### src/sv/stt_pkg.sv
// Shared types, codes and sizes of the software timer table.
package stt_pkg;

  localparam int SLOTS  = 16;
  localparam int SLOT_W = $clog2(SLOTS);

  localparam int CMD_W      = 3;
  localparam int STATUS_W   = 3;
  localparam int ID_W       = 4;
  localparam int IVAL_W     = 32;
  localparam int TIME_W     = 64;
  localparam int TMO_W      = 32;
  localparam int IN_DATA_W  = 104;
  localparam int OUT_DATA_W = 40;

  localparam logic [CMD_W-1:0] CMD_CREATE  = 3'd0;
  localparam logic [CMD_W-1:0] CMD_CANCEL  = 3'd1;
  localparam logic [CMD_W-1:0] CMD_RESTART = 3'd2;
  localparam logic [CMD_W-1:0] CMD_QUERY   = 3'd3;
  localparam logic [CMD_W-1:0] CMD_POLL    = 3'd4;

  localparam logic [STATUS_W-1:0] ST_DONE    = 3'd0;
  localparam logic [STATUS_W-1:0] ST_FIRED   = 3'd1;
  localparam logic [STATUS_W-1:0] ST_TIMEOUT = 3'd2;
  localparam logic [STATUS_W-1:0] ST_NOSLOT  = 3'd3;
  localparam logic [STATUS_W-1:0] ST_NOTHING = 3'd4;

  localparam logic [TMO_W-2:0] INT_MAX  = 31'h7FFF_FFFF;
  localparam logic [TMO_W-1:0] TMO_NONE = 32'hFFFF_FFFF;

  typedef struct packed {
    logic accept;
    logic exec;
    logic scan_adv;
    logic emit_final;
  } stt_ctl_t;

  typedef struct packed {
    logic [CMD_W-1:0] in_cmd;
    logic             out_free;
    logic             stall;
    logic             scan_end;
  } stt_sts_t;

endpackage

### src/sv/software_timer_table.sv
// Top level of the software timer table: sequencer and slot datapath.
// Create, cancel, restart and unknown commands pass from transfer through the execute state to the result register.
// Query and poll scan the slot table one slot per cycle while not stalled, then place a final result.
// A poll stalls its scan while a fired result waits on the output register.
// A new command is taken once the previous one has placed its last result.
// Synchronous reset clears the live and armed flags of every slot at once.
module software_timer_table (
  input  logic                                clk,
  input  logic                                rst_n,
  input  logic                                in_tvalid,
  output logic                                in_tready,
  // cmd
  input  logic [stt_pkg::CMD_W-1:0]           in_tuser,
  // slot, interval, repeat_mode, now_ms, zero fill
  input  logic [stt_pkg::IN_DATA_W-1:0]       in_tdata,
  output logic                                out_tvalid,
  input  logic                                out_tready,
  // slot_id, timeout_ms, zero fill
  output logic [stt_pkg::OUT_DATA_W-1:0]      out_tdata,
  // status
  output logic [stt_pkg::STATUS_W-1:0]        out_tuser,
  output logic                                out_tlast
);

  stt_pkg::stt_ctl_t ctl;
  stt_pkg::stt_sts_t sts;

  stt_ctrl u_ctrl (
    .clk       (clk),
    .rst_n     (rst_n),
    .in_tvalid (in_tvalid),
    .in_tready (in_tready),
    .sts       (sts),
    .ctl       (ctl)
  );

  stt_dp u_dp (
    .clk        (clk),
    .rst_n      (rst_n),
    .in_tuser   (in_tuser),
    .in_tdata   (in_tdata),
    .ctl        (ctl),
    .sts        (sts),
    .out_tvalid (out_tvalid),
    .out_tready (out_tready),
    .out_tdata  (out_tdata),
    .out_tuser  (out_tuser),
    .out_tlast  (out_tlast)
  );

endmodule

### src/sv/stt_ctrl.sv
// Command sequencer of the software timer table.
module stt_ctrl (
  input  logic              clk,
  input  logic              rst_n,
  input  logic              in_tvalid,
  output logic              in_tready,
  input  stt_pkg::stt_sts_t sts,
  output stt_pkg::stt_ctl_t ctl
);

  localparam logic [1:0] S_IDLE = 2'd0;
  localparam logic [1:0] S_EXEC = 2'd1;
  localparam logic [1:0] S_SCAN = 2'd2;
  localparam logic [1:0] S_FIN  = 2'd3;

  logic [1:0] state_r;
  logic [1:0] state_nxt;

  always_comb begin
    ctl       = '0;
    state_nxt = state_r;
    in_tready = (state_r == S_IDLE);
    unique case (state_r)
      S_IDLE: begin
        if (in_tvalid) begin
          ctl.accept = 1'b1;
          if (sts.in_cmd inside {stt_pkg::CMD_QUERY, stt_pkg::CMD_POLL}) begin
            state_nxt = S_SCAN;
          end else begin
            state_nxt = S_EXEC;
          end
        end
      end
      S_EXEC: begin
        if (sts.out_free) begin
          ctl.exec  = 1'b1;
          state_nxt = S_IDLE;
        end
      end
      S_SCAN: begin
        if (!sts.stall) begin
          ctl.scan_adv = 1'b1;
          if (sts.scan_end) begin
            state_nxt = S_FIN;
          end
        end
      end
      S_FIN: begin
        if (sts.out_free) begin
          ctl.emit_final = 1'b1;
          state_nxt      = S_IDLE;
        end
      end
      default: begin
        state_nxt = S_IDLE;
      end
    endcase
  end

  always_ff @(posedge clk) begin
    if (!rst_n) begin
      state_r <= S_IDLE;
    end else begin
      state_r <= state_nxt;
    end
  end

endmodule

### src/sv/stt_dp.sv
// Slot storage, scan arithmetic and result register of the software timer table.
module stt_dp (
  input  logic                                clk,
  input  logic                                rst_n,
  input  logic [stt_pkg::CMD_W-1:0]           in_tuser,
  input  logic [stt_pkg::IN_DATA_W-1:0]       in_tdata,
  input  stt_pkg::stt_ctl_t                   ctl,
  output stt_pkg::stt_sts_t                   sts,
  output logic                                out_tvalid,
  input  logic                                out_tready,
  output logic [stt_pkg::OUT_DATA_W-1:0]      out_tdata,
  output logic [stt_pkg::STATUS_W-1:0]        out_tuser,
  output logic                                out_tlast
);

  logic [stt_pkg::CMD_W-1:0]  in_cmd;
  logic [stt_pkg::ID_W-1:0]   in_slot;
  logic [stt_pkg::IVAL_W-1:0] in_ival;
  logic                       in_rep;
  logic [stt_pkg::TIME_W-1:0] in_now;

  logic [stt_pkg::CMD_W-1:0]  cmd_r;
  logic [stt_pkg::ID_W-1:0]   slot_r;
  logic [stt_pkg::IVAL_W-1:0] ival_r;
  logic                       rep_r;
  logic [stt_pkg::TIME_W-1:0] now_r;

  logic [stt_pkg::SLOTS-1:0]  live_r;
  logic [stt_pkg::SLOTS-1:0]  armed_r;
  logic [stt_pkg::SLOTS-1:0]  slot_rep_r;
  logic [stt_pkg::IVAL_W-1:0] interval_mem [stt_pkg::SLOTS];
  logic [stt_pkg::TIME_W-1:0] deadline_mem [stt_pkg::SLOTS];
  logic [stt_pkg::IVAL_W-1:0] rd_ival_r;
  logic [stt_pkg::TIME_W-1:0] rd_dl_r;

  logic [stt_pkg::SLOT_W-1:0] idx_r;
  logic                       any_r;
  logic                       due_r;
  logic [stt_pkg::TMO_W-2:0]  best_r;
  logic                       pend_valid_r;
  logic [stt_pkg::ID_W-1:0]   pend_slot_r;

  logic                         out_valid_r;
  logic [stt_pkg::STATUS_W-1:0] out_status_r;
  logic [stt_pkg::ID_W-1:0]     out_slot_r;
  logic [stt_pkg::TMO_W-1:0]    out_tmo_r;
  logic                         out_last_r;

  logic                         out_free;
  logic                         act;
  logic [stt_pkg::TIME_W:0]     diff;
  logic                         due;
  logic                         fire;
  logic [stt_pkg::TMO_W-2:0]    d_cl;
  logic                         free_found;
  logic [stt_pkg::SLOT_W-1:0]   free_idx;
  logic [stt_pkg::IVAL_W-1:0]   ival_f;
  logic                         slot_ok;
  logic [stt_pkg::SLOT_W-1:0]   slot_idx;
  logic [stt_pkg::IVAL_W-1:0]   add_op;
  logic [stt_pkg::TIME_W-1:0]   sum;
  logic                         create_do;
  logic                         cancel_do;
  logic                         restart_do;
  logic                         poll_rep_do;
  logic                         poll_disarm_do;
  logic                         dl_we;
  logic [stt_pkg::SLOT_W-1:0]   dl_addr;
  logic [stt_pkg::SLOT_W-1:0]   rd_addr;

  logic                         emit;
  logic [stt_pkg::STATUS_W-1:0] e_status;
  logic [stt_pkg::ID_W-1:0]     e_slot;
  logic [stt_pkg::TMO_W-1:0]    e_tmo;
  logic                         e_last;

  assign in_cmd  = in_tuser;
  assign in_slot = in_tdata[3:0];
  assign in_ival = in_tdata[35:4];
  assign in_rep  = in_tdata[36];
  assign in_now  = in_tdata[100:37];

  assign out_free = !out_valid_r || out_tready;

  // A slot is due when its deadline is at or before the time of the command.
  assign act  = live_r[idx_r] && armed_r[idx_r];
  assign diff = {1'b0, rd_dl_r} - {1'b0, now_r};
  assign due  = act && (diff[stt_pkg::TIME_W] || (diff[stt_pkg::TIME_W-1:0] == '0));
  assign fire = (cmd_r == stt_pkg::CMD_POLL) && due;
  assign d_cl = (|diff[stt_pkg::TIME_W-1:stt_pkg::TMO_W-1]) ? stt_pkg::INT_MAX
                                                            : diff[stt_pkg::TMO_W-2:0];

  always_comb begin
    free_found = 1'b0;
    free_idx   = '0;
    for (int i = stt_pkg::SLOTS - 1; i >= 0; i--) begin
      if (!live_r[i]) begin
        free_found = 1'b1;
        free_idx   = stt_pkg::SLOT_W'(i);
      end
    end
  end

  assign ival_f   = (rep_r && (ival_r == '0)) ? stt_pkg::IVAL_W'(1) : ival_r;
  assign slot_ok  = (32'(slot_r) < stt_pkg::SLOTS);
  assign slot_idx = slot_r[stt_pkg::SLOT_W-1:0];
  assign add_op   = (cmd_r == stt_pkg::CMD_CREATE) ? ival_f : rd_ival_r;
  assign sum      = now_r + {{(stt_pkg::TIME_W - stt_pkg::IVAL_W){1'b0}}, add_op};

  assign create_do      = ctl.exec && (cmd_r == stt_pkg::CMD_CREATE) && free_found;
  assign cancel_do      = ctl.exec && (cmd_r == stt_pkg::CMD_CANCEL) && slot_ok;
  assign restart_do     = ctl.exec && (cmd_r == stt_pkg::CMD_RESTART) && slot_ok &&
                          live_r[slot_idx];
  assign poll_rep_do    = ctl.scan_adv && fire && slot_rep_r[idx_r];
  assign poll_disarm_do = ctl.scan_adv && fire && !slot_rep_r[idx_r];

  always_comb begin
    dl_we   = create_do || restart_do || poll_rep_do;
    dl_addr = idx_r;
    if (create_do) begin
      dl_addr = free_idx;
    end else if (restart_do) begin
      dl_addr = slot_idx;
    end
  end

  always_comb begin
    if (ctl.accept) begin
      rd_addr = (in_cmd == stt_pkg::CMD_RESTART) ? in_slot[stt_pkg::SLOT_W-1:0] : '0;
    end else if (ctl.scan_adv) begin
      rd_addr = idx_r + 1'b1;
    end else begin
      rd_addr = idx_r;
    end
  end

  assign sts.in_cmd   = in_cmd;
  assign sts.out_free = out_free;
  assign sts.stall    = fire && pend_valid_r && !out_free;
  assign sts.scan_end = (idx_r == stt_pkg::SLOT_W'(stt_pkg::SLOTS - 1));

  always_comb begin
    emit     = 1'b0;
    e_status = stt_pkg::ST_DONE;
    e_slot   = '0;
    e_tmo    = '0;
    e_last   = 1'b1;
    if (ctl.exec) begin
      emit = 1'b1;
      case (cmd_r)
        stt_pkg::CMD_CREATE: begin
          if (free_found) begin
            e_slot = stt_pkg::ID_W'(free_idx);
          end else begin
            e_status = stt_pkg::ST_NOSLOT;
          end
        end
        stt_pkg::CMD_CANCEL, stt_pkg::CMD_RESTART: begin
          e_slot = slot_r;
        end
        default: begin
          e_slot = '0;
        end
      endcase
    end else if (ctl.scan_adv && fire && pend_valid_r) begin
      emit     = 1'b1;
      e_status = stt_pkg::ST_FIRED;
      e_slot   = pend_slot_r;
      e_last   = 1'b0;
    end else if (ctl.emit_final) begin
      emit = 1'b1;
      if (cmd_r == stt_pkg::CMD_QUERY) begin
        e_status = stt_pkg::ST_TIMEOUT;
        if (due_r) begin
          e_tmo = '0;
        end else if (any_r) begin
          e_tmo = {1'b0, best_r};
        end else begin
          e_tmo = stt_pkg::TMO_NONE;
        end
      end else if (pend_valid_r) begin
        e_status = stt_pkg::ST_FIRED;
        e_slot   = pend_slot_r;
      end else begin
        e_status = stt_pkg::ST_NOTHING;
      end
    end
  end

  always_ff @(posedge clk) begin
    if (!rst_n) begin
      live_r       <= '0;
      armed_r      <= '0;
      idx_r        <= '0;
      any_r        <= 1'b0;
      due_r        <= 1'b0;
      pend_valid_r <= 1'b0;
      out_valid_r  <= 1'b0;
    end else begin
      if (ctl.accept) begin
        idx_r        <= (in_cmd == stt_pkg::CMD_RESTART) ? in_slot[stt_pkg::SLOT_W-1:0] : '0;
        any_r        <= 1'b0;
        due_r        <= 1'b0;
        pend_valid_r <= 1'b0;
      end else if (ctl.scan_adv) begin
        idx_r <= idx_r + 1'b1;
        if ((cmd_r == stt_pkg::CMD_QUERY) && act) begin
          if (due) begin
            due_r <= 1'b1;
          end else begin
            any_r <= 1'b1;
          end
        end
        if (fire) begin
          pend_valid_r <= 1'b1;
        end
      end
      if (create_do) begin
        live_r[free_idx]  <= 1'b1;
        armed_r[free_idx] <= 1'b1;
      end
      if (cancel_do) begin
        live_r[slot_idx]  <= 1'b0;
        armed_r[slot_idx] <= 1'b0;
      end
      if (restart_do) begin
        armed_r[slot_idx] <= 1'b1;
      end
      if (poll_disarm_do) begin
        armed_r[idx_r] <= 1'b0;
      end
      if (emit) begin
        out_valid_r <= 1'b1;
      end else if (out_tready) begin
        out_valid_r <= 1'b0;
      end
    end
  end

  always_ff @(posedge clk) begin
    if (ctl.accept) begin
      cmd_r  <= in_cmd;
      slot_r <= in_slot;
      ival_r <= in_ival;
      rep_r  <= in_rep;
      now_r  <= in_now;
    end
    if (ctl.scan_adv && (cmd_r == stt_pkg::CMD_QUERY) && act && !due) begin
      if (!any_r || (d_cl < best_r)) begin
        best_r <= d_cl;
      end
    end
    if (ctl.scan_adv && fire) begin
      pend_slot_r <= stt_pkg::ID_W'(idx_r);
    end
    if (create_do) begin
      slot_rep_r[free_idx] <= rep_r;
    end
    if (emit) begin
      out_status_r <= e_status;
      out_slot_r   <= e_slot;
      out_tmo_r    <= e_tmo;
      out_last_r   <= e_last;
    end
  end

  always_ff @(posedge clk) begin
    if (dl_we) begin
      deadline_mem[dl_addr] <= sum;
    end
    if (create_do) begin
      interval_mem[free_idx] <= ival_f;
    end
    rd_ival_r <= interval_mem[rd_addr];
    rd_dl_r   <= deadline_mem[rd_addr];
  end

  assign out_tvalid = out_valid_r;
  assign out_tuser  = out_status_r;
  assign out_tlast  = out_last_r;
  assign out_tdata  = {{(stt_pkg::OUT_DATA_W - stt_pkg::ID_W - stt_pkg::TMO_W){1'b0}},
                       out_tmo_r, out_slot_r};

endmodule

### config.mk
export PLATFORM = sky130hd
export DESIGN_NAME = software_timer_table
export DESIGN_NICKNAME = d
export VERILOG_FILES = /design/src/sv/stt_pkg.sv /design/src/sv/software_timer_table.sv /design/src/sv/stt_ctrl.sv /design/src/sv/stt_dp.sv
export SDC_FILE = /design/constraint.sdc
export NUM_CORES = 2
export LEC_CHECK = 0
export BUFFER_PORTS_ARGS = -buffer_cell sky130_fd_sc_hd__buf_2
export CAP_MARGIN = 20
export CORE_MARGIN = 2
export CORE_UTILIZATION = 42
export CTS_BUF_LIST = sky130_fd_sc_hd__clkbuf_4
export CTS_CLUSTER_DIAMETER = 100
export DETAILED_ROUTE_END_ITERATION = 8
export PLACE_DENSITY_LB_ADDON = 0.12
export SYNTH_ARGS = -nofsm -noshare
export SYNTH_HDL_FRONTEND = slang
export SYNTH_SLANG_ARGS = --single-unit
### constraint.sdc
create_clock -name clk -period 10.4 [get_ports clk]
set_input_delay 2.08 -clock clk [delete_from_list [all_inputs] [get_ports clk]]
set_output_delay 2.08 -clock clk [all_outputs]
set_load 0.02 [all_outputs]
==> flow_summary_export.csv <==
group,metric,value,unit
outcome,outcome,"completed",
logic_synthesis,synthTopCellsByArea,"edfxtp_1 (67%), mux4_2 (8.7%), dfxtp_1 (3.6%)",
finish,fill_cells,15970,
clock_tree,cts.root.buffer_cell,"clkbuf_4",
drt,drt_iter0_markers,4221,
clock_tree,clock_path_buffers,4,
finish,fin_nets,5502,
pwr,p_per_area,200.9,nW/µm²
critical_path,crit_type,"flip-flop to flip-flop",
clock_tree,post_cts_buffers,0,
timing,relSlewSlack,26.78,%
timing,drv_slew,0,
timing,period_share,80.65,%
placed_design,gp_congestion,0.9217,
pwr,vdd_ir_drop_max,0.1094,mV
finish,multi_input_area,21050,µm²
logic_synthesis,yosysTopAreaCell,"edfxtp_1",
drt,route.detailed.drc,0,
critical_path,crit_start,"u_dp.ival_r[31]",
min_path,hold_class,"flip-flop to flip-flop",
logic_synthesis,ys_warn_count,0,
timing,holdWs,0.4822,ns
global_route,gr-total-overflow,0,
critical_path,crit_path_end_kind,"flip-flop",
critical_path,crit_required,11.58,ns
logic_synthesis,synth.distinct_cells,87,
drt,dr.pass1.iters,5,
global_route,track_usage,23.56,%
global_route,grt_pass1_vias,45640,
floorplanning,initial_core_util,42.25,%
global_route,grt_max_degree,140,
clock_tree,tritoncts,"yes",
timing,rsz0062_at_grt,"false",
finish,drive_gt1_share,26.90,%
placed_design,place_area,81280,µm²
floorplanning,core_area,183100,µm²
floorplanning,dieArea,187600,µm²
global_route,grt_pass1_wl,318300,µm
drt,ant_nets,0,
flow_run,drv_cap,0,
timing,finalCriticalPeriod,8.387,ns
critical_path,rr_startpoint,"u_dp.ival_r[31]",
floorplanning,dieWidth,433.1,µm
placed_design,numPortBuffers,149,
timing,fin_setup_tns,0,ns
floorplanning,num_io_pins,157,
timing,hold_viol,0,
logic_synthesis,synthArstFlopShare,0,%
logic_synthesis,synthFlopType,"edfxtp_1",
critical_path,crit_top_cell,"nor4_1",
clock_tree,cts_max_level,5,
timing,worst_slew_pin_slew,1.091,ns
clock_tree,path_clk_slew,0.07,ns
drt,vias,45740,
placed_design,dp.final_hpwl,126400,µm
logic_synthesis,synth_edf_count,1731,
logic_synthesis,ys_seq_elements,1869,
clock_tree,clock_latency,1.46,ns
pwr,p_leak,29.61,nW
clock_tree,cts_sinks,1869,
logic_synthesis,yosysMostFrequentCell,"edfxtp_1",
critical_path,cpPeakStageDelay,0.84,ns
critical_path,critPathMaxFanout,18,
logic_synthesis,syn_area,77340,µm²
floorplanning,die_y,433.1,µm
critical_path,crit_slowest_cell,"o21bai_2",
finish,areaGrowthSynthToFinish,13.58,%
floorplanning,num_rows,157,
drt,wl_per_cell,27.45,µm
clock_tree,cts_made_buffers,487,
critical_path,cp.arrival,9.57,ns
global_route,antenna_found_initial,2,
logic_synthesis,avgSynthCellArea,16.25,µm²
finish,final_cell_area,87850,µm²
drt,finalWirelength,222600,µm
logic_synthesis,yosysTopAreaCellShare,67.21,%
critical_path,worst-path-buf-inv,2,
timing,finalSetupViolCount,0,
clock_tree,holdBufCountCts,0,
logic_synthesis,synth.yosys.seq_area_share,70.78,%
critical_path,cp_top_family,"compound AO/OA/AOI/OAI gates",
critical_path,start_kind,"flip-flop",
timing,fmax,0.1192,GHz
logic_synthesis,synth_common_cells,"edfxtp_1 (1731), nand2_1 (467), mux4_2 (298)",
logic_synthesis,syn-instance-count,4759,
clock_tree,post_cts_resized,0,
min_path,hp-start,"u_dp.due_r",
timing,skew,0.1699,ns
drt,viasPerCell,5.643,
finish,ff_latch_area,54740,µm²
[path summary, 6_finish.rpt]
kind         slack, ns                         to  cells after the start
max               2.01  u_dp.deadline_mem[13][41]                     25
max reg2reg       2.01  u_dp.deadline_mem[13][41]                     25
min reg2reg       0.48                 u_dp.due_r                      2
min               0.48                 u_dp.due_r                      2
[tightest hold or removal path, stage by stage, from the launching register on]
cell and delay, ns:
dfxtp_1 0.34, a21oi_1 0.04, nor2_1 0.07
[cells by family (layout without fill, tap and decap cells)]
logic type	count (synthesis)	count (layout)	synth area share, %
xor+xnor	94	94	1.064
buf+inv	420	1293	2.414
compound gates	801	801	7.448
fa+ha+maj	132	132	2.155
mux	342	342	9.313
flops	1869	1869	70.78
simple gates	1100	1100	6.822
other cells	1	12	0.004849
[final cells by class]
type                            count  area share [%]
Sequential cell                  1869           62.32
Multi-Input combinational cell   2473           23.96
Clock buffer                      772           6.597
Tap cell                         2464           3.509
Timing Repair Buffer              295           2.504
Inverter                          133          0.5740
Clock inverter                     93          0.5170
Antenna cell                        8         0.02279
[routing by layer]
layer	up-vias	routed length, µm	global-route usage [%]
li1	20250	-	-
met1	23580	96360	32.38
met2	1617	107300	38.33
met3	299	13550	4.254
met4	0	5301	7.043
met5	-	0	0
[where the power goes]
part	total [W]	internal, W	switching [W]
clock	0.00636	0.00341	0.00296
sequential	0.00884	0.00870	0.000146
combinational	0.00244	0.000888	0.00155
[cell usage in the layout (no fill, tap or decap), types with 91 or more instances in the layout]
master and instances:
clkbuf_4 772, a21oi_1 171, ha_1 130, a211oi_1 108, a22oi_1 99, a311o_1 96, buf_2 149, mux4_2 298
inv_1 132, edfxtp_1 1731, o21ai_0 97, nor2_1 91, and3_1 112, nand2_1 465, buf_4 118, nand3_1 152
dfxtp_1 138
[registers in the layout (all words and copies together) (netlist names), 2 cells and up]
name               flops
u_dp.out_tmo_r        32
u_dp.slot_rep_r       16
u_dp.cmd_r             3
u_dp.pend_slot_r       4
u_dp.now_r            64
u_dp.interval_mem    512
u_dp.armed_r          16
u_dp.slot_idx          4
u_dp.rd_dl_r          64
u_dp.ival_r           32
u_dp.best_r           31
u_dp.live_r           16
u_ctrl.state_r         2
u_dp.rd_ival_r        32
u_dp.deadline_mem   1024
u_dp.out_tuser         3
u_dp.idx_r             4
u_dp.out_slot_r        4
[per-stage QoR]
| step | instances | total power [W] | util, % | setup slack, ns |
|---|---|---|---|---|
| after floorplan | 4762 | 0.01056 | - | 2.580 |
| after global placement | 7187 | 0.01136 | 44.34 | 1.922 |
| after detailed placement | 7196 | 0.01139 | 44.40 | 1.910 |
| after CTS | 8061 | 0.01779 | 47.81 | 1.726 |
| after global routing | 8107 | 0.01845 | 47.98 | 1.445 |
| final | 8107 | 0.01765 | 47.98 | 2.013 |
Note: power is estimated with default switching activity, not from simulation.
